$ cat config.mk
export PLATFORM = sky130hd
export DESIGN_NAME = chunk_reassembly_hole_tracker
export DESIGN_NICKNAME = d
export VERILOG_FILES = /design/src/sv/chrt_pkg.sv /design/src/sv/chrt_ctrl.sv /design/src/sv/chrt_dp.sv /design/src/sv/chunk_reassembly_hole_tracker.sv
export SDC_FILE = /design/constraint.sdc
export NUM_CORES = 1
export LEC_CHECK = 0
export CAP_MARGIN = 10
export CORE_ASPECT_RATIO = 0.8
export CORE_MARGIN = 2
export CORE_UTILIZATION = 45
export CTS_CLUSTER_SIZE = 28
export DETAILED_ROUTE_END_ITERATION = 10
export DONT_BUFFER_PORTS = 1
export MAX_ROUTING_LAYER = met4
export PLACE_DENSITY_LB_ADDON = 0.25
export SLEW_MARGIN = 15
export SYNTH_ARGS = -nofsm -noshare
export SYNTH_HDL_FRONTEND = slang
export SYNTH_SLANG_ARGS = --single-unit
$ cat constraint.sdc
create_clock -name aclk -period 8.73 [get_ports aclk]
set_input_delay 0.4365 -clock aclk [delete_from_list [all_inputs] [get_ports aclk]]
set_output_delay 0.4365 -clock aclk [all_outputs]
set_load 0.03 [all_outputs]
$ cat src/sv/chrt_pkg.sv
package chrt_pkg;

    // Width of every byte offset, length and size.
    localparam int IDX_W = 16;

    // Default depth of the hole table.
    localparam int DEFAULT_MAX_HOLES = 16;

    // Request kinds carried in req_type.
    localparam logic REQ_CHUNK = 1'b0;
    localparam logic REQ_QUERY = 1'b1;

    // Result status codes.
    typedef enum logic [2:0] {
        ST_ACCEPTED  = 3'd0,
        ST_COMPLETE  = 3'd1,
        ST_EMPTY     = 3'd2,
        ST_OUT_RANGE = 3'd3,
        ST_COPY_FAIL = 3'd4,
        ST_FULL      = 3'd5
    } status_t;

    // One incoming request.
    typedef struct packed {
        logic             req_type;
        logic [IDX_W-1:0] start_index;
        logic [IDX_W-1:0] seg_bytes;
        logic [IDX_W-1:0] query_end_index;
        logic             transfer_ok;
    } req_t;

    // One result.
    typedef struct packed {
        status_t status;
        logic    range_covered;
        logic    payload_complete;
    } res_t;

    // One hole, the half-open range [hbegin, hfinish).
    typedef struct packed {
        logic [IDX_W-1:0] hbegin;
        logic [IDX_W-1:0] hfinish;
    } hole_t;

    // Commands from the controller to the datapath.
    typedef struct packed {
        logic load_req;
        logic scan;
        logic decide;
        logic write_right;
        logic write_left;
        logic load_out;
    } ctrl_cmd_t;

    // Status from the datapath to the controller.
    typedef struct packed {
        logic scan_last;
        logic write_right;
        logic write_left;
        logic out_free;
        logic slot_a_found;
        logic slot_b_found;
    } ctrl_sts_t;

endpackage

$ cat src/sv/chrt_ctrl.sv
module chrt_ctrl (
    input  logic                 aclk,
    input  logic                 aresetn,
    input  logic                 s_valid,
    output logic                 s_ready,
    input  chrt_pkg::ctrl_sts_t  sts,
    output chrt_pkg::ctrl_cmd_t  cmd
);

    typedef enum logic [2:0] {
        IDLE,
        SCAN,
        FLUSH,
        DECIDE,
        WR_RIGHT,
        WR_LEFT,
        RESULT
    } state_t;

    state_t state_reg;
    state_t state_next;

    // Next-state logic for the request sequence.
    always_comb begin
        state_next = state_reg;
        unique case (state_reg)
            IDLE: begin
                if (s_valid) begin
                    state_next = SCAN;
                end
            end
            SCAN: begin
                if (sts.scan_last) begin
                    state_next = FLUSH;
                end
            end
            FLUSH: begin
                state_next = DECIDE;
            end
            DECIDE: begin
                if (sts.write_right) begin
                    state_next = WR_RIGHT;
                end else if (sts.write_left) begin
                    state_next = WR_LEFT;
                end else begin
                    state_next = RESULT;
                end
            end
            WR_RIGHT: begin
                if (sts.write_left) begin
                    state_next = WR_LEFT;
                end else begin
                    state_next = RESULT;
                end
            end
            WR_LEFT: begin
                state_next = RESULT;
            end
            RESULT: begin
                if (sts.out_free) begin
                    state_next = IDLE;
                end
            end
            default: begin
                state_next = IDLE;
            end
        endcase
    end

    // Command decode from the current state and the handshake inputs.
    always_comb begin
        s_ready         = (state_reg == IDLE);
        cmd             = '0;
        cmd.load_req    = (state_reg == IDLE) && s_valid;
        cmd.scan        = (state_reg == SCAN);
        cmd.decide      = (state_reg == DECIDE);
        cmd.write_right = (state_reg == WR_RIGHT);
        cmd.write_left  = (state_reg == WR_LEFT);
        cmd.load_out    = (state_reg == RESULT) && sts.out_free;
    end

    // State register.
    always_ff @(posedge aclk) begin
        if (!aresetn) begin
            state_reg <= IDLE;
        end else begin
            state_reg <= state_next;
        end
    end

endmodule

$ cat src/sv/chrt_dp.sv
module chrt_dp #(
    parameter int MAX_HOLES = chrt_pkg::DEFAULT_MAX_HOLES
) (
    input  logic                        aclk,
    input  logic                        aresetn,
    input  chrt_pkg::ctrl_cmd_t         cmd,
    output chrt_pkg::ctrl_sts_t         sts,
    input  chrt_pkg::req_t              s_data,
    input  logic                        cfg_wr_en,
    input  logic [chrt_pkg::IDX_W-1:0]  cfg_wr_data,
    output logic                        m_valid,
    input  logic                        m_ready,
    output chrt_pkg::res_t              m_data
);

    localparam int IW = $clog2(MAX_HOLES);
    localparam int CW = $clog2(MAX_HOLES + 1);
    localparam int RW = CW + 1;
    localparam int XW = chrt_pkg::IDX_W;

    // Hole table storage.
    chrt_pkg::hole_t mem [MAX_HOLES];

    // Control state.
    logic [XW-1:0]        size_reg;
    logic                 init_reg;
    logic                 done_reg;
    logic [MAX_HOLES-1:0] valid_reg;
    logic                 rd_pend_reg;
    logic                 m_valid_reg;

    // Captured request.
    logic                 is_query_reg;
    logic [XW-1:0]        lo_reg;
    logic [XW:0]          hi_reg;
    logic                 len_zero_reg;
    logic                 ok_reg;

    // Scan pointer and read pipeline.
    logic [IW-1:0]        addr_reg;
    logic [IW-1:0]        rd_idx_reg;
    chrt_pkg::hole_t      rd_entry_reg;

    // Scan accumulators.
    logic                 covered_reg;
    logic [CW-1:0]        count_reg;
    logic [CW-1:0]        cut_reg;
    logic [MAX_HOLES-1:0] cut_mask_reg;
    logic                 has_left_reg;
    logic                 has_right_reg;
    logic [XW-1:0]        lb_reg;
    logic [XW-1:0]        rf_reg;
    logic [IW-1:0]        slot_a_reg;
    logic [IW-1:0]        slot_b_reg;
    logic                 slot_a_found_reg;
    logic                 slot_b_found_reg;

    // Result staging.
    chrt_pkg::status_t    res_status_reg;
    chrt_pkg::res_t       m_data_reg;

    // Combinational signals.
    logic [XW-1:0]        ent_b;
    logic [XW-1:0]        ent_f;
    logic                 ent_v;
    logic                 ent_ov;
    logic [RW-1:0]        remaining;
    logic                 overflow;
    logic                 oob;
    logic                 commit_ok;
    chrt_pkg::status_t    status_next;
    logic                 wr_en;
    logic [IW-1:0]        wr_addr;
    chrt_pkg::hole_t      wr_data;

    // Entry under evaluation; entry 0 reads as the full hole until first written.
    always_comb begin
        if (init_reg && (rd_idx_reg == '0)) begin
            ent_b = '0;
            ent_f = size_reg;
        end else begin
            ent_b = rd_entry_reg.hbegin;
            ent_f = rd_entry_reg.hfinish;
        end
        ent_v  = valid_reg[rd_idx_reg];
        ent_ov = ent_v && (hi_reg > {1'b0, ent_b}) && (lo_reg < ent_f);
    end

    // Outcome of the scan: hole count after the cut and the status code.
    always_comb begin
        remaining = RW'(count_reg) - RW'(cut_reg) + RW'(has_left_reg) + RW'(has_right_reg);
        overflow  = remaining > RW'(MAX_HOLES);
        oob       = hi_reg > {1'b0, size_reg};
        commit_ok = !is_query_reg && !len_zero_reg && !oob && ok_reg && !overflow;
        if (is_query_reg) begin
            status_next = chrt_pkg::ST_ACCEPTED;
        end else if (len_zero_reg) begin
            status_next = chrt_pkg::ST_EMPTY;
        end else if (oob) begin
            status_next = chrt_pkg::ST_OUT_RANGE;
        end else if (!ok_reg) begin
            status_next = chrt_pkg::ST_COPY_FAIL;
        end else if (overflow) begin
            status_next = chrt_pkg::ST_FULL;
        end else if (remaining == '0) begin
            status_next = chrt_pkg::ST_COMPLETE;
        end else begin
            status_next = chrt_pkg::ST_ACCEPTED;
        end
    end

    // Right piece to the first free slot; left to the next, or the first if alone.
    always_comb begin
        wr_en = cmd.write_right || cmd.write_left;
        if (cmd.write_left) begin
            wr_addr        = has_right_reg ? slot_b_reg : slot_a_reg;
            wr_data.hbegin  = lb_reg;
            wr_data.hfinish = lo_reg;
        end else begin
            wr_addr        = slot_a_reg;
            wr_data.hbegin  = hi_reg[XW-1:0];
            wr_data.hfinish = rf_reg;
        end
    end

    // Status toward the controller.
    always_comb begin
        sts              = '0;
        sts.scan_last    = (addr_reg == IW'(MAX_HOLES - 1));
        sts.write_right  = commit_ok && has_right_reg;
        sts.write_left   = commit_ok && has_left_reg;
        sts.out_free     = !m_valid_reg || m_ready;
        sts.slot_a_found = slot_a_found_reg;
        sts.slot_b_found = slot_b_found_reg;
    end

    // Table memory: one write port, registered read.
    always_ff @(posedge aclk) begin
        if (wr_en) begin
            mem[wr_addr] <= wr_data;
        end
        if (cmd.scan) begin
            rd_entry_reg <= mem[addr_reg];
        end
    end

    // Control state with reset.
    always_ff @(posedge aclk) begin
        if (!aresetn) begin
            size_reg    <= '0;
            init_reg    <= 1'b1;
            done_reg    <= 1'b0;
            valid_reg   <= MAX_HOLES'(1);
            rd_pend_reg <= 1'b0;
            m_valid_reg <= 1'b0;
        end else begin
            // A size write restarts tracking with one full hole.
            if (cfg_wr_en) begin
                size_reg  <= cfg_wr_data;
                init_reg  <= 1'b1;
                done_reg  <= 1'b0;
                valid_reg <= MAX_HOLES'(1);
            end
            rd_pend_reg <= cmd.scan;
            // Drop every hole the chunk overlapped.
            if (cmd.decide && commit_ok) begin
                valid_reg <= valid_reg & ~cut_mask_reg;
                if (remaining == '0) begin
                    done_reg <= 1'b1;
                end
            end
            // Mark a placed remainder as live.
            if (wr_en) begin
                valid_reg[wr_addr] <= 1'b1;
                if (wr_addr == '0) begin
                    init_reg <= 1'b0;
                end
            end
            // Output register handshake.
            if (cmd.load_out) begin
                m_valid_reg <= 1'b1;
            end else if (m_ready) begin
                m_valid_reg <= 1'b0;
            end
        end
    end

    // Request capture, scan accumulators and result staging.
    always_ff @(posedge aclk) begin
        if (cmd.load_req) begin
            is_query_reg     <= (s_data.req_type == chrt_pkg::REQ_QUERY);
            lo_reg           <= s_data.start_index;
            if (s_data.req_type == chrt_pkg::REQ_QUERY) begin
                hi_reg <= {1'b0, s_data.query_end_index};
            end else begin
                hi_reg <= {1'b0, s_data.start_index} + {1'b0, s_data.seg_bytes};
            end
            len_zero_reg     <= (s_data.seg_bytes == '0);
            ok_reg           <= s_data.transfer_ok;
            addr_reg         <= '0;
            covered_reg      <= 1'b1;
            count_reg        <= '0;
            cut_reg          <= '0;
            cut_mask_reg     <= '0;
            has_left_reg     <= 1'b0;
            has_right_reg    <= 1'b0;
            slot_a_found_reg <= 1'b0;
            slot_b_found_reg <= 1'b0;
        end
        if (cmd.scan) begin
            addr_reg   <= addr_reg + IW'(1);
            rd_idx_reg <= addr_reg;
        end
        // One hole entry is evaluated per cycle.
        if (rd_pend_reg) begin
            if (ent_v) begin
                count_reg <= count_reg + CW'(1);
            end
            if (ent_ov) begin
                covered_reg              <= 1'b0;
                cut_reg                  <= cut_reg + CW'(1);
                cut_mask_reg[rd_idx_reg] <= 1'b1;
                if (lo_reg > ent_b) begin
                    has_left_reg <= 1'b1;
                    lb_reg       <= ent_b;
                end
                if (hi_reg < {1'b0, ent_f}) begin
                    has_right_reg <= 1'b1;
                    rf_reg        <= ent_f;
                end
            end
            // Remember the first two slots that are free once the cut is applied.
            if (!ent_v || ent_ov) begin
                if (!slot_a_found_reg) begin
                    slot_a_reg       <= rd_idx_reg;
                    slot_a_found_reg <= 1'b1;
                end else if (!slot_b_found_reg) begin
                    slot_b_reg       <= rd_idx_reg;
                    slot_b_found_reg <= 1'b1;
                end
            end
        end
        if (cmd.decide) begin
            res_status_reg <= status_next;
        end
        if (cmd.load_out) begin
            m_data_reg.status           <= res_status_reg;
            m_data_reg.range_covered    <= is_query_reg && covered_reg;
            m_data_reg.payload_complete <= done_reg;
        end
    end

    assign m_valid = m_valid_reg;
    assign m_data  = m_data_reg;

endmodule

$ cat src/sv/chunk_reassembly_hole_tracker.sv
// A result follows a walk over the hole table at one entry per cycle, then up to two
// remainder writes through the single table write port, and is registered on m_data.
// Requests do not overlap: a new one is accepted only once the previous result is loaded
// into the output register, which waits while an earlier result still waits for m_ready.
// Reset (aresetn low, synchronous): size 0, one empty hole, not complete, no result pending.
module chunk_reassembly_hole_tracker #(
    parameter int MAX_HOLES = chrt_pkg::DEFAULT_MAX_HOLES
) (
    input  logic                        aclk,
    input  logic                        aresetn,
    input  logic                        s_valid,
    output logic                        s_ready,
    input  chrt_pkg::req_t              s_data,
    output logic                        m_valid,
    input  logic                        m_ready,
    output chrt_pkg::res_t              m_data,
    input  logic                        cfg_wr_en,
    input  logic [chrt_pkg::IDX_W-1:0]  cfg_wr_data
);

    chrt_pkg::ctrl_cmd_t cmd;
    chrt_pkg::ctrl_sts_t sts;

    // Request sequencer.
    chrt_ctrl u_ctrl (
        .aclk    (aclk),
        .aresetn (aresetn),
        .s_valid (s_valid),
        .s_ready (s_ready),
        .sts     (sts),
        .cmd     (cmd)
    );

    // Hole table and scan datapath.
    chrt_dp #(
        .MAX_HOLES (MAX_HOLES)
    ) u_dp (
        .aclk        (aclk),
        .aresetn     (aresetn),
        .cmd         (cmd),
        .sts         (sts),
        .s_data      (s_data),
        .cfg_wr_en   (cfg_wr_en),
        .cfg_wr_data (cfg_wr_data),
        .m_valid     (m_valid),
        .m_ready     (m_ready),
        .m_data      (m_data)
    );

`ifndef SYNTHESIS
    // A request keeps the block busy for the whole table walk.
    a_busy_after_accept: assert property (@(posedge aclk) disable iff (!aresetn)
        s_valid && s_ready |=> !s_ready)
        else $error("request accepted while the previous one was still in work");

    // The table-full check guarantees a free slot for every remainder.
    a_right_slot: assert property (@(posedge aclk) disable iff (!aresetn)
        sts.write_right |-> sts.slot_a_found)
        else $error("right remainder without a free slot");

    // Once the walk is over, two remainders always find two free slots.
    a_two_slots: assert property (@(posedge aclk) disable iff (!aresetn)
        cmd.decide && sts.write_right && sts.write_left |-> sts.slot_b_found)
        else $error("two remainders without two free slots");

    // A completing chunk must report the payload complete.
    a_complete_flag: assert property (@(posedge aclk) disable iff (!aresetn)
        m_valid && (m_data.status == chrt_pkg::ST_COMPLETE) |-> m_data.payload_complete)
        else $error("complete status without the completion flag");
`endif

endmodule
==> results of run 1 <==
[worst max-delay path: cells and delay by family (launching register included)]
kind,cells,cell delay [ps]
AOI/OAI and AO/OA,6,2310
adders and majority gates,1,300
buffers and inverters,1,280
DFF,1,660
and+or+nand+nor,4,2460
[placed cells by master (no fill, tap or decap), types with 6 or more instances in the layout]
| master | count |
|---|---|
| sky130_fd_sc_hd__nor2b_1 | 31 |
| sky130_fd_sc_hd__dfxtp_1 | 70 |
| sky130_fd_sc_hd__clkinv_1 | 9 |
| sky130_fd_sc_hd__o21ai_0 | 40 |
| sky130_fd_sc_hd__xnor2_1 | 7 |
| sky130_fd_sc_hd__o211ai_1 | 6 |
| sky130_fd_sc_hd__mux4_2 | 164 |
| sky130_fd_sc_hd__xor2_1 | 8 |
| sky130_fd_sc_hd__clkinv_2 | 10 |
| sky130_fd_sc_hd__nor2_1 | 63 |
| sky130_fd_sc_hd__nor4_1 | 9 |
| sky130_fd_sc_hd__nand3_1 | 25 |
| sky130_fd_sc_hd__edfxtp_1 | 636 |
| sky130_fd_sc_hd__nand2_1 | 79 |
| sky130_fd_sc_hd__a32o_1 | 16 |
| sky130_fd_sc_hd__mux2_2 | 36 |
| sky130_fd_sc_hd__a21oi_1 | 45 |
| sky130_fd_sc_hd__a21o_1 | 16 |
| sky130_fd_sc_hd__nor2_4 | 16 |
| sky130_fd_sc_hd__o41a_1 | 15 |
| sky130_fd_sc_hd__clkbuf_16 | 69 |
| sky130_fd_sc_hd__nor3b_1 | 7 |
| sky130_fd_sc_hd__ha_1 | 106 |
| sky130_fd_sc_hd__o21a_1 | 7 |
| sky130_fd_sc_hd__nand2b_1 | 10 |
| sky130_fd_sc_hd__a211oi_1 | 6 |
| sky130_fd_sc_hd__and2_1 | 10 |
| sky130_fd_sc_hd__clkbuf_1 | 15 |
| sky130_fd_sc_hd__mux2i_1 | 21 |
| sky130_fd_sc_hd__o41ai_1 | 9 |
| sky130_fd_sc_hd__buf_4 | 29 |
| sky130_fd_sc_hd__nand4_1 | 15 |
| sky130_fd_sc_hd__inv_1 | 87 |
| sky130_fd_sc_hd__dlygate4sd3_1 | 29 |
| sky130_fd_sc_hd__nor3_1 | 10 |
| sky130_fd_sc_hd__a31oi_1 | 7 |
[synth_stat cells, drive strengths merged (7+ instances only)]
cell type,count,area (µm²)
nor3b,7,52.6
nor4,9,56.3
a32o,16,160
o21ai,41,205
xnor2,7,61.3
xor2,8,70.1
nand3,25,125
a21oi,45,225
nand4,15,93.8
o21a,7,52.6
a31oi,7,43.8
nor2b,31,194
buf,28,133
nor2,79,297
ha,106,1330
o41a,15,169
and2,10,62.6
a21o,16,120
edfxtp,636,19100
clkbuf,46,173
nor3,11,55.1
inv,89,334
dfxtp,70,1400
mux4,164,3690
o41ai,9,78.8
nand2b,10,62.6
nand2,80,300
mux2i,21,210
mux2,36,405
[power by group]
group	total (µW)	internal, µW	leakage, µW	switching (µW)
sequential	3910	3830	0.00632	87.1
clock	2810	1590	0.00101	1220
combinational	1250	563	0.00377	682
[layer usage]
metal | vias up | share of wire [%] | global-route usage (%)
li1 | 7017 | - | -
met1 | 8256 | 45 | 31.2
met2 | 558 | 47 | 31.6
met3 | 101 | 6.7 | 3.85
met4 | 0 | 1.8 | 4.52
met5 | - | 0 | -
[how the worst max path moves through the flow]
stage,startpoint,to,slack [ps],cells past startpoint
global placement,u_dp.rd_idx_reg[0],u_dp.lb_reg[10],2740,12
detailed placement,u_dp.rd_idx_reg[0],u_dp.lb_reg[10],2560,12
floorplan,u_dp.rd_idx_reg[0],u_dp.lb_reg[0],3680,16
finish,u_dp.rd_idx_reg[0],u_dp.lb_reg[3],2360,12
global route,u_dp.rd_idx_reg[0],u_dp.lb_reg[3],1940,12
CTS,u_dp.rd_idx_reg[0],u_dp.lb_reg[3],2530,12
[cell type report]
class / instances / share of cell area [%]
well taps: 860 / 3.21
clock buffers: 87 / 5.45
flip-flops and latches: 706 / 61.2
clock inverters: 27 / 0.710
inverters: 89 / 0.998
multi-input cells: 857 / 26.8
repair buffers: 60 / 1.64
diodes: 1 / 0.00747
[metrics by stage]
stage	total power [µW]	std cells	instance area (µm²)	utilization (%)
global placement	5210	2542	31100	47.3
floorplan	4870	1726	30000	-
global route	8280	2687	33500	50.9
finish	7970	2687	33500	50.9
CTS	8030	2686	33500	50.9
detailed placement	5220	2542	31100	47.3
[timing repair]
item                       in CTS  in global routing
hold endpoints to repair       56                  0
hold buffers                   30                  0
setup endpoints to repair       0                  0
resized for setup               0                  0
[cells by family (layout without fill, tap and decap cells)]
group,Yosys count,count (layout),share of synthesized area [%]
AO/OA/AOI/OAI,215,215,5.18
adder cells (fa/ha/maj),109,109,4.62
buffers and inverters,163,263,2.13
other,0,1,0
flip-flops,706,706,68.4
multiplexers,221,221,14.4
AND/OR/NAND/NOR,297,297,4.87
XOR/XNOR,15,15,0.438
==> out/summary.json, run 1 <==
{
  "status": {"value": "finished clean"},
  "worst-setup-path-type": {"value": "reg2reg"},
  "cts_setup_buffers": {"value": 0},
  "global_route_congestion_overflow_total": {"value": 0},
  "synthArstFlopShare": {"value": 0, "unit": "%"},
  "largest_net_degree_at_the_start_of_global_routing": {"value": 96},
  "drc_errors": {"value": 0},
  "worst_setup_hold_path_clk_slew": {"value": 60, "unit": "ps"},
  "clock.fmax": {"value": 157, "unit": "MHz"},
  "ff2ff_setup_slack": {"value": 2360, "unit": "ps"},
  "hp-class": {"value": "in2reg"},
  "post_synthesis_cell_area": {"value": 0.0300, "unit": "mm²"},
  "overall_routing_resource_usage": {"value": 21.4, "unit": "%"},
  "global_placement_routability_congestion": {"value": 0.907},
  "hold_viol_final": {"value": 0},
  "timing.critical_path.arrival": {"value": 6630, "unit": "ps"},
  "r2r_start": {"value": "u_dp.rd_idx_reg[0]"},
  "number_of_enable_type_register_cells_in_the_synthesized_netlist": {"value": 636},
  "crit_share_post_route": {"value": 72.9, "unit": "%"},
  "leakagePower": {"value": 0.0111, "unit": "µW"},
  "clock_tree_root_driver_cell": {"value": "sky130_fd_sc_hd__clkbuf_16"},
  "finalHoldWorstSlack": {"value": 28.4, "unit": "ps"},
  "vias_in_the_first_global_route": {"value": 16000},
  "clkSinkCount": {"value": 706},
  "worst_slew_pin_slew": {"value": 1130, "unit": "ps"},
  "port_buffers": {"value": 0},
  "holdPathEnd": {"value": "u_dp.size_reg[2]"},
  "timing.critical_path.to_type": {"value": "register"},
  "yosysWarningCount": {"value": 0},
  "worstPathCellList": {"value": "nor4_1 > nand2_2 > a21oi_1 > ha_1 > a21oi_1 > o21ai_0 > a221oi_1 > o311ai_0 > a22oi_1 > nand2_1 > nor3_2 > buf_4"},
  "postSynthNetCount": {"value": 1906},
  "dieHeight": {"value": 235, "unit": "µm"},
  "vdd_drop_max": {"value": 0.163, "unit": "mV"},
  "place_hpwl": {"value": 41700, "unit": "µm"},
  "max_cap_viol_count": {"value": 0},
  "start_util": {"value": 45.6, "unit": "%"},
  "timing.hold.worst.start": {"value": "cfg_wr_data[2]"},
  "synth.ff_latch_count": {"value": 706},
  "place_ws": {"value": 2560, "unit": "ps"},
  "via_per_inst": {"value": 5.93},
  "final.setup.tns": {"value": 0, "unit": "ps"},
  "remaining_antenna_violation_count": {"value": 0},
  "antenna_violations_before_repair": {"value": 1},
  "fill_cells": {"value": 5322},
  "required": {"value": 9000, "unit": "ps"},
  "r2r.worst_path.cells": {"value": 12},
  "flow.area_growth_from_synthesis": {"value": 11.7, "unit": "%"},
  "ys_seq_area_share": {"value": 68.4, "unit": "%"},
  "slew-limit-headroom": {"value": 24.3, "unit": "%"},
  "critPathLaunchType": {"value": "register"},
  "detailroute.via_count": {"value": 15900},
  "routed_wire_length_per_instance": {"value": 26.2, "unit": "µm"},
  "h-tree-depth": {"value": 3},
  "core.rowCount": {"value": 84},
  "critical-path-slowest-cell": {"value": "sky130_fd_sc_hd__a22oi_1"},
  "post-route-worst-setup-slack": {"value": 2360, "unit": "ps"},
  "post_synth_num_cell_types": {"value": 68},
  "fin_crit": {"value": 6370, "unit": "ps"},
  "syn_area_per_cell": {"value": 17.4, "unit": "µm²"},
  "cts_buffers": {"value": 67},
  "routed_wl": {"value": 70500, "unit": "µm"},
  "slew_violations": {"value": 0},
  "pwr_density_cell": {"value": 238, "unit": "mW/mm²"},
  "area_of_the_multi_input_gates": {"value": 0.00896, "unit": "mm²"},
  "design.core.area": {"value": 0.0658, "unit": "mm²"},
  "crit_top_cell": {"value": "sky130_fd_sc_hd__a21oi_1"},
  "pin_count": {"value": 78},
  "nNetsFinal": {"value": 1961},
  "drtIter0Drc": {"value": 1598},
  "grt_pass1_wl": {"value": 106000, "unit": "µm"},
  "grt_setup_unrepaired": {"value": "false"},
  "synth-main-ff-cell": {"value": "sky130_fd_sc_hd__edfxtp_1"},
  "fin_worst_skew": {"value": 19.7, "unit": "ps"},
  "layout-drive-gt1-share": {"value": 18.9, "unit": "%"},
  "holdPathStages": {"value": 2},
  "largest_reg_flops": {"value": 512},
  "detail_route.first_pass.iterations": {"value": 5},
  "clock_latency_of_the_later_clocked_register_in_the_worst_skew_pair": {"value": 600, "unit": "ps"},
  "path_max_fanout": {"value": 47},
  "setup_viol_count_final": {"value": 0},
  "maximum_cell_stage_delay_along_the_critical_path": {"value": 910, "unit": "ps"},
  "die_area": {"value": 0.0687, "unit": "mm²"},
  "layout.area.seq": {"value": 0.0205, "unit": "mm²"},
  "netlist_instances": {"value": 1726},
  "die_w": {"value": 293, "unit": "µm"},
  "cts_tree": {"value": "yes"},
  "worstReg2RegEnd": {"value": "u_dp.lb_reg[3]"},
  "clk_path_buf_depth": {"value": 3}
}
Power figures use the tool's default switching activity.
==> run 2, diff against run 1 <==
==> constraint.sdc (replaced) <==
create_clock -name aclk -period 5.1 [get_ports aclk]
set_input_delay 0.255 -clock aclk [delete_from_list [all_inputs] [get_ports aclk]]
set_output_delay 0.255 -clock aclk [all_outputs]
set_load 0.03 [all_outputs]
==> run 2 against run 1 <==
  * Wire length down 1.1%
  * Die area unchanged
  * Sequential cell count unchanged
  * Global-route usage down 0.30 points
  * Register-to-register slack worse by 2000 ps
  * Final cell count up 1.9%
==> out/summary.json, run 2 (synthesis results as in run 1) <==
{
  "status": {"value": "finished clean"},
  "layout-drive-gt1-share": {"value": 19.8, "unit": "%", "change": "+0.88 points"},
  "clock_latency_of_the_later_clocked_register_in_the_worst_skew_pair": {"value": 630, "unit": "ps", "change": "+30 ps"},
  "required": {"value": 5390, "unit": "ps", "change": "-3610 ps"},
  "drtIter0Drc": {"value": 1603, "change": "+0.31%"},
  "r2r_start": {"value": "u_dp.rd_idx_reg[0]"},
  "antenna_violations_before_repair": {"value": 1, "change": "unchanged"},
  "cts_setup_buffers": {"value": 0, "change": "unchanged"},
  "die_area": {"value": 0.0687, "unit": "mm²", "change": "unchanged"},
  "clkSinkCount": {"value": 706, "change": "unchanged"},
  "grt_setup_unrepaired": {"value": "false"},
  "design.core.area": {"value": 0.0658, "unit": "mm²", "change": "unchanged"},
  "h-tree-depth": {"value": 3, "change": "unchanged"},
  "largest_net_degree_at_the_start_of_global_routing": {"value": 76, "change": "-21%"},
  "via_per_inst": {"value": 5.87, "change": "-1.1%"},
  "slew_violations": {"value": 0, "change": "unchanged"},
  "slew-limit-headroom": {"value": 17.3, "unit": "%", "change": "-7.0 points"},
  "cp-endpoint": {"value": "u_dp.lb_reg[10]"},
  "port_buffers": {"value": 0, "change": "unchanged"},
  "global_placement_routability_congestion": {"value": 0.922, "change": "+1.6%"},
  "critical-path-slowest-cell": {"value": "sky130_fd_sc_hd__nor4_2"},
  "worst-setup-path-type": {"value": "reg2reg"},
  "flow.area_growth_from_synthesis": {"value": 13.4, "unit": "%"},
  "worst_slew_pin_slew": {"value": 1230, "unit": "ps", "change": "+104 ps"},
  "clock_tree_root_driver_cell": {"value": "sky130_fd_sc_hd__clkbuf_16"},
  "final.setup.tns": {"value": 0, "unit": "ps", "change": "unchanged"},
  "path_max_fanout": {"value": 26, "change": "-45%"},
  "dp.cells": {"value": 2557, "change": "+0.59%"},
  "pin_count": {"value": 78, "change": "unchanged"},
  "overall_routing_resource_usage": {"value": 21.1, "unit": "%", "change": "-0.30 points"},
  "post_layout_nonfiller_instances": {"value": 2737, "change": "+1.9%"},
  "nNetsFinal": {"value": 2002, "change": "+2.1%"},
  "r2r.worst_path.cells": {"value": 14, "change": "+2"},
  "setup_viol_count_final": {"value": 0, "change": "unchanged"},
  "vias_in_the_first_global_route": {"value": 16200, "change": "+1.1%"},
  "vdd_drop_max": {"value": 0.235, "unit": "mV", "change": "+44%"},
  "largest_reg_flops": {"value": 512, "change": "unchanged"},
  "hp-class": {"value": "in2reg"},
  "leakagePower": {"value": 0.0113, "unit": "µW", "change": "+2.1%"},
  "crit_top_cell": {"value": "sky130_fd_sc_hd__buf_4"},
  "most-common-layout-cells": {"value": "sky130_fd_sc_hd__edfxtp_1, sky130_fd_sc_hd__mux4_2, sky130_fd_sc_hd__ha_1"},
  "timing.critical_path.arrival": {"value": 4990, "unit": "ps", "change": "-1640 ps"},
  "maximum_cell_stage_delay_along_the_critical_path": {"value": 510, "unit": "ps", "change": "-400 ps"},
  "place_hpwl": {"value": 44200, "unit": "µm", "change": "+5.9%"},
  "clock.fmax": {"value": 213, "unit": "MHz", "change": "+35%"},
  "max_cap_viol_count": {"value": 0, "change": "unchanged"},
  "final_common_cell": {"value": "sky130_fd_sc_hd__edfxtp_1"},
  "drc_errors": {"value": 0, "change": "unchanged"},
  "detail_route.first_pass.iterations": {"value": 5, "change": "unchanged"},
  "global_route_congestion_overflow_total": {"value": 0, "change": "unchanged"},
  "remaining_antenna_violation_count": {"value": 0, "change": "unchanged"},
  "pwr_density_cell": {"value": 404, "unit": "mW/mm²", "change": "+70%"},
  "critPathLaunchType": {"value": "register"},
  "cts_tree": {"value": "yes"},
  "detailroute.via_count": {"value": 16100, "change": "+0.78%"},
  "worstReg2RegEnd": {"value": "u_dp.lb_reg[10]"},
  "worstPathCellList": {"value": "nor4_2 > nand2_4 > buf_4 > a21oi_1 > ha_1 > a21oi_1 > nor2_1 > a2111oi_0 > o21ai_0 > a22oi_1 > buf_4 > nand2_1 > nor3_2 > buf_4"},
  "start_util": {"value": 45.6, "unit": "%", "change": "unchanged"},
  "fin_worst_skew": {"value": 33.4, "unit": "ps", "change": "+13.7 ps"},
  "routed_wl": {"value": 69700, "unit": "µm", "change": "-1.1%"},
  "ff2ff_setup_slack": {"value": 400, "unit": "ps", "change": "-1970 ps"},
  "die_w": {"value": 293, "unit": "µm", "change": "unchanged"},
  "dieHeight": {"value": 235, "unit": "µm", "change": "unchanged"},
  "hold_viol_final": {"value": 0, "change": "unchanged"},
  "final_core_utilization": {"value": 51.7, "unit": "%", "change": "+0.77 points"},
  "cts_buffers": {"value": 67, "change": "unchanged"},
  "routed_wire_length_per_instance": {"value": 25.5, "unit": "µm", "change": "-2.9%"},
  "crit_share_post_route": {"value": 92.2, "unit": "%", "change": "+19 points"},
  "timing.critical_path.to_type": {"value": "register"},
  "fin_crit": {"value": 4700, "unit": "ps", "change": "-1660 ps"},
  "fill_cells": {"value": 5255, "change": "-1.3%"},
  "crit_path_start": {"value": "u_dp.rd_idx_reg[0]"},
  "grt_pass1_wl": {"value": 104000, "unit": "µm", "change": "-1.2%"},
  "core.rowCount": {"value": 84, "change": "unchanged"},
  "clk_path_buf_depth": {"value": 3, "change": "unchanged"},
  "worst_setup_hold_path_clk_slew": {"value": 60, "unit": "ps", "change": "about the same"}
}
## run 2: timing repair
action | 4_1_cts | 5_1_grt
gates resized for setup | 0 | 2
hold buffers | 55 | 1
setup endpoints to repair | 0 | 32
endpoints found under the hold margin | 74 | 1
## run 2: how the worst min path moves through the flow
stage	from	to	depth (start not counted)
final	s_data[48]	u_dp.hi_reg[16]	3
after global routing	s_data[33]	u_dp.hi_reg[0]	2
after global placement	aresetn	u_dp.init_reg	1
after detailed placement	aresetn	u_dp.init_reg	1
after CTS	aresetn	u_dp.valid_reg[0]	3
after floorplan	s_data[49]	u_dp.is_query_reg	0
## run 2: report_power, final
group | switching [µW] | leakage, µW | internal [µW]
sequential | 163 | 0.00632 | 6550
combinational | 1180 | 0.00397 | 1010
clock | 2160 | 0.00105 | 2680
## run 2: layout make-up
cell class / instances / area [µm²] / share of cell area, %
diodes: 1 / 2.50 / 0.00736
clock buffers: 85 / 1830 / 5.37
clock inverters: 38 / 320 / 0.942
inverters: 89 / 334 / 0.983
multi-input cells: 857 / 8980 / 26.4
flip-flops and latches: 706 / 20500 / 60.3
well taps: 860 / 1080 / 3.17
repair buffers: 101 / 956 / 2.81
## run 2: worst max-delay path: cells and delay by family, from the launching register on
family	cells	cell delay [ps]
compound gates	5	1210
flops	1	400
simple gates	5	1630
fa+ha+maj	1	290
buf+inv	3	820
## run 2: layer usage
layer	track usage (%)	routed length (µm)	up-vias
met1	29.3	30700	8334
met3	4.31	4560	102
met5	-	0	-
li1	-	-	7114
met4	4.82	1330	0
met2	32.2	33100	506
## run 2: per-stage QoR
| stage | power (µW) | hold slack (ps) | worst slack [ps] | cell area, µm² |
|---|---|---|---|---|
| after global routing | 14300 | 7.86 | 91.8 | 34000 |
| final | 13700 | 31.7 | 396 | 34000 |
| after detailed placement | 8990 | 344 | 191 | 31300 |
| after floorplan | 8330 | 354 | 54.3 | 30000 |
| after CTS | 13900 | 0.0870 | 127 | 34000 |
| after global placement | 8960 | 346 | 302 | 31300 |
==> run 3, diff against run 2 <==
--- a/config.mk
+++ b/config.mk
@@ -9,9 +9,12 @@
 export CORE_ASPECT_RATIO = 0.8
 export CORE_MARGIN = 2
 export CORE_UTILIZATION = 45
+export CTS_BUF_LIST = sky130_fd_sc_hd__clkbuf_8
+export CTS_CLUSTER_DIAMETER = 50
 export CTS_CLUSTER_SIZE = 28
 export DETAILED_ROUTE_END_ITERATION = 10
 export DONT_BUFFER_PORTS = 1
+export HOLD_SLACK_MARGIN = 0.03
 export MAX_ROUTING_LAYER = met4
 export PLACE_DENSITY_LB_ADDON = 0.25
 export SLEW_MARGIN = 15
==> run 3 against run 2 <==
  * Clock power shrank 36%
  * First-iteration DRC count fell by 6.7%
  * Critical path depth unchanged
  * Critical path type unchanged
  * Largest cell class unchanged
==> out/summary.json, run 3 (synthesis results as in run 1) <==
{
  "status": {"value": "finished clean"},
  "setup_viol_count_final": {"value": 0, "change": "unchanged"},
  "final_common_cell": {"value": "sky130_fd_sc_hd__edfxtp_1"},
  "hp-class": {"value": "in2reg"},
  "h-tree-depth": {"value": 2, "change": "-1"},
  "port_buffers": {"value": 0, "change": "unchanged"},
  "detailroute.via_count": {"value": 16000, "change": "-0.42%"},
  "flow.area_growth_from_synthesis": {"value": 10.8, "unit": "%"},
  "cts_buffers": {"value": 45, "change": "-33%"},
  "path_max_fanout": {"value": 26, "change": "unchanged"},
  "fin_worst_skew": {"value": 51.3, "unit": "ps", "change": "+17.9 ps"},
  "slew-limit-headroom": {"value": 18.4, "unit": "%", "change": "+1.1 points"},
  "nNetsFinal": {"value": 2010, "change": "+0.40%"},
  "clock_latency_of_the_later_clocked_register_in_the_worst_skew_pair": {"value": 670, "unit": "ps", "change": "+40 ps"},
  "vdd_drop_max": {"value": 0.260, "unit": "mV", "change": "+11%"},
  "clkSinkCount": {"value": 706, "change": "unchanged"},
  "antenna_violations_before_repair": {"value": 1, "change": "unchanged"},
  "fill_cells": {"value": 5349, "change": "+1.8%"},
  "cts_tree": {"value": "yes"},
  "max_cap_viol_count": {"value": 0, "change": "unchanged"},
  "die_area": {"value": 0.0687, "unit": "mm²", "change": "unchanged"},
  "routed_wl": {"value": 69000, "unit": "µm", "change": "-0.88%"},
  "vias_in_the_first_global_route": {"value": 16100, "change": "-1.0%"},
  "critPathLaunchType": {"value": "register"},
  "remaining_antenna_violation_count": {"value": 0, "change": "unchanged"},
  "hold_viol_final": {"value": 0, "change": "unchanged"},
  "leakagePower": {"value": 0.0110, "unit": "µW", "change": "-3.2%"},
  "dieHeight": {"value": 235, "unit": "µm", "change": "unchanged"},
  "required": {"value": 5450, "unit": "ps", "change": "+60 ps"},
  "via_per_inst": {"value": 5.86, "change": "about the same"},
  "pwr_density_cell": {"value": 363, "unit": "mW/mm²", "change": "-10%"},
  "timing.critical_path.arrival": {"value": 5040, "unit": "ps", "change": "+50 ps"},
  "global_placement_routability_congestion": {"value": 0.922, "change": "unchanged"},
  "slew_violations": {"value": 0, "change": "unchanged"},
  "power.total": {"value": 12000, "unit": "µW", "change": "-12%"},
  "place_hpwl": {"value": 44200, "unit": "µm", "change": "unchanged"},
  "overall_routing_resource_usage": {"value": 20.7, "unit": "%", "change": "-0.41 points"},
  "largest_net_degree_at_the_start_of_global_routing": {"value": 76, "change": "unchanged"},
  "routed_wire_length_per_instance": {"value": 25.3, "unit": "µm", "change": "-0.52%"},
  "most-common-layout-cells": {"value": "sky130_fd_sc_hd__edfxtp_1, sky130_fd_sc_hd__mux4_2, sky130_fd_sc_hd__ha_1"},
  "clk_path_buf_depth": {"value": 3, "change": "unchanged"},
  "final.setup.tns": {"value": 0, "unit": "ps", "change": "unchanged"},
  "global_route_congestion_overflow_total": {"value": 0, "change": "unchanged"},
  "layout.area.seq": {"value": 0.0205, "unit": "mm²", "change": "unchanged"},
  "crit_share_post_route": {"value": 91.9, "unit": "%", "change": "-0.37 points"},
  "cts_setup_buffers": {"value": 0, "change": "unchanged"},
  "worst-setup-path-type": {"value": "reg2reg"},
  "layout-drive-gt1-share": {"value": 18.9, "unit": "%", "change": "-0.91 points"},
  "design.core.area": {"value": 0.0658, "unit": "mm²", "change": "unchanged"},
  "drtIter0Drc": {"value": 1495, "change": "-6.7%"},
  "area_of_the_multi_input_gates": {"value": 0.00898, "unit": "mm²", "change": "unchanged"},
  "timing.critical_path.to_type": {"value": "register"},
  "worst_slew_pin_slew": {"value": 1220, "unit": "ps", "change": "-16.4 ps"},
  "detail_route.first_pass.iterations": {"value": 5, "change": "unchanged"},
  "pin_count": {"value": 78, "change": "unchanged"},
  "die_w": {"value": 293, "unit": "µm", "change": "unchanged"},
  "grt_setup_unrepaired": {"value": "false"},
  "drc_errors": {"value": 0, "change": "unchanged"},
  "largest_reg_flops": {"value": 512, "change": "unchanged"},
  "clock.fmax": {"value": 213, "unit": "MHz", "change": "+0.40%"},
  "core.rowCount": {"value": 84, "change": "unchanged"},
  "worst_setup_hold_path_clk_slew": {"value": 140, "unit": "ps", "change": "+80 ps"},
  "clock_tree_root_driver_cell": {"value": "sky130_fd_sc_hd__clkbuf_8"},
  "start_util": {"value": 45.6, "unit": "%", "change": "unchanged"},
  "grt_pass1_wl": {"value": 103000, "unit": "µm", "change": "-0.79%"},
  "fin_crit": {"value": 4690, "unit": "ps", "change": "-18.7 ps"}
}
-- run 3: per-layer routing --
metal | vias up | part of all wire [%] | GRT usage, %
met1 | 8358 | 44 | 28.9
met2 | 442 | 48 | 32.4
met3 | 83 | 5.7 | 3.45
met4 | 0 | 1.6 | 3.75
li1 | 7105 | - | -
met5 | - | 0 | -
-- run 3: layout make-up --
type,instances,share of cell area [%]
Multi-Input combinational cell,857,27.0
Sequential cell,706,61.7
Timing Repair Buffer,131,3.78
Clock buffer,47,1.95
Clock inverter,36,1.31
Antenna cell,1,0.00753
Inverter,89,1.01
Tap cell,860,3.24
-- run 3: worst paths after layout --
check                              start         endpoint  slack [ps]  cells past startpoint
setup / recovery      u_dp.rd_idx_reg[0]  u_dp.lb_reg[15]         410                     14
hold / removal                s_data[34]   u_dp.hi_reg[1]         110                      3
setup reg to reg      u_dp.rd_idx_reg[0]  u_dp.lb_reg[15]         410                     14
hold reg to reg   u_dp.res_status_reg[2]   u_dp.m_data[4]         440                      0
-- run 3: timing repair --
action | in CTS | in global routing
hold endpoints to repair | 75 | 0
resized for setup | 0 | 2
hold buffers | 86 | 0
setup endpoints to repair | 0 | 32
-- run 3: where the power goes --
group	switching [µW]	internal [µW]
clock network	2040	1080
registers	163	6540
logic	1190	1030
-- run 3: worst max-delay path, cell delays in order, from the launching register on --
cell and delay [ps]:
sky130_fd_sc_hd__edfxtp_1 420, sky130_fd_sc_hd__nor4_2 520, sky130_fd_sc_hd__nand2_4 300, sky130_fd_sc_hd__buf_4 310
sky130_fd_sc_hd__a21oi_1 280, sky130_fd_sc_hd__ha_1 300, sky130_fd_sc_hd__a21oi_1 160, sky130_fd_sc_hd__nor2_1 70
sky130_fd_sc_hd__a2111oi_0 370, sky130_fd_sc_hd__o21ai_0 180, sky130_fd_sc_hd__a22oi_1 210, sky130_fd_sc_hd__buf_4 230
sky130_fd_sc_hd__nand2_1 410, sky130_fd_sc_hd__nor3_2 330, sky130_fd_sc_hd__buf_4 290
-- run 3: per-stage QoR --
stage	utilization (%)	hold slack (ps)	instance area, µm²	cells	setup WS, ps
2_1_floorplan	-	354	30000	1726	54.3
3_3_place_gp	47.5	346	31300	2557	302
3_5_place_dp	47.5	344	31300	2557	191
4_1_cts	50.5	70.3	33200	2726	132
5_1_grt	50.5	98.8	33200	2727	93.8
6_report	50.5	113	33200	2727	415
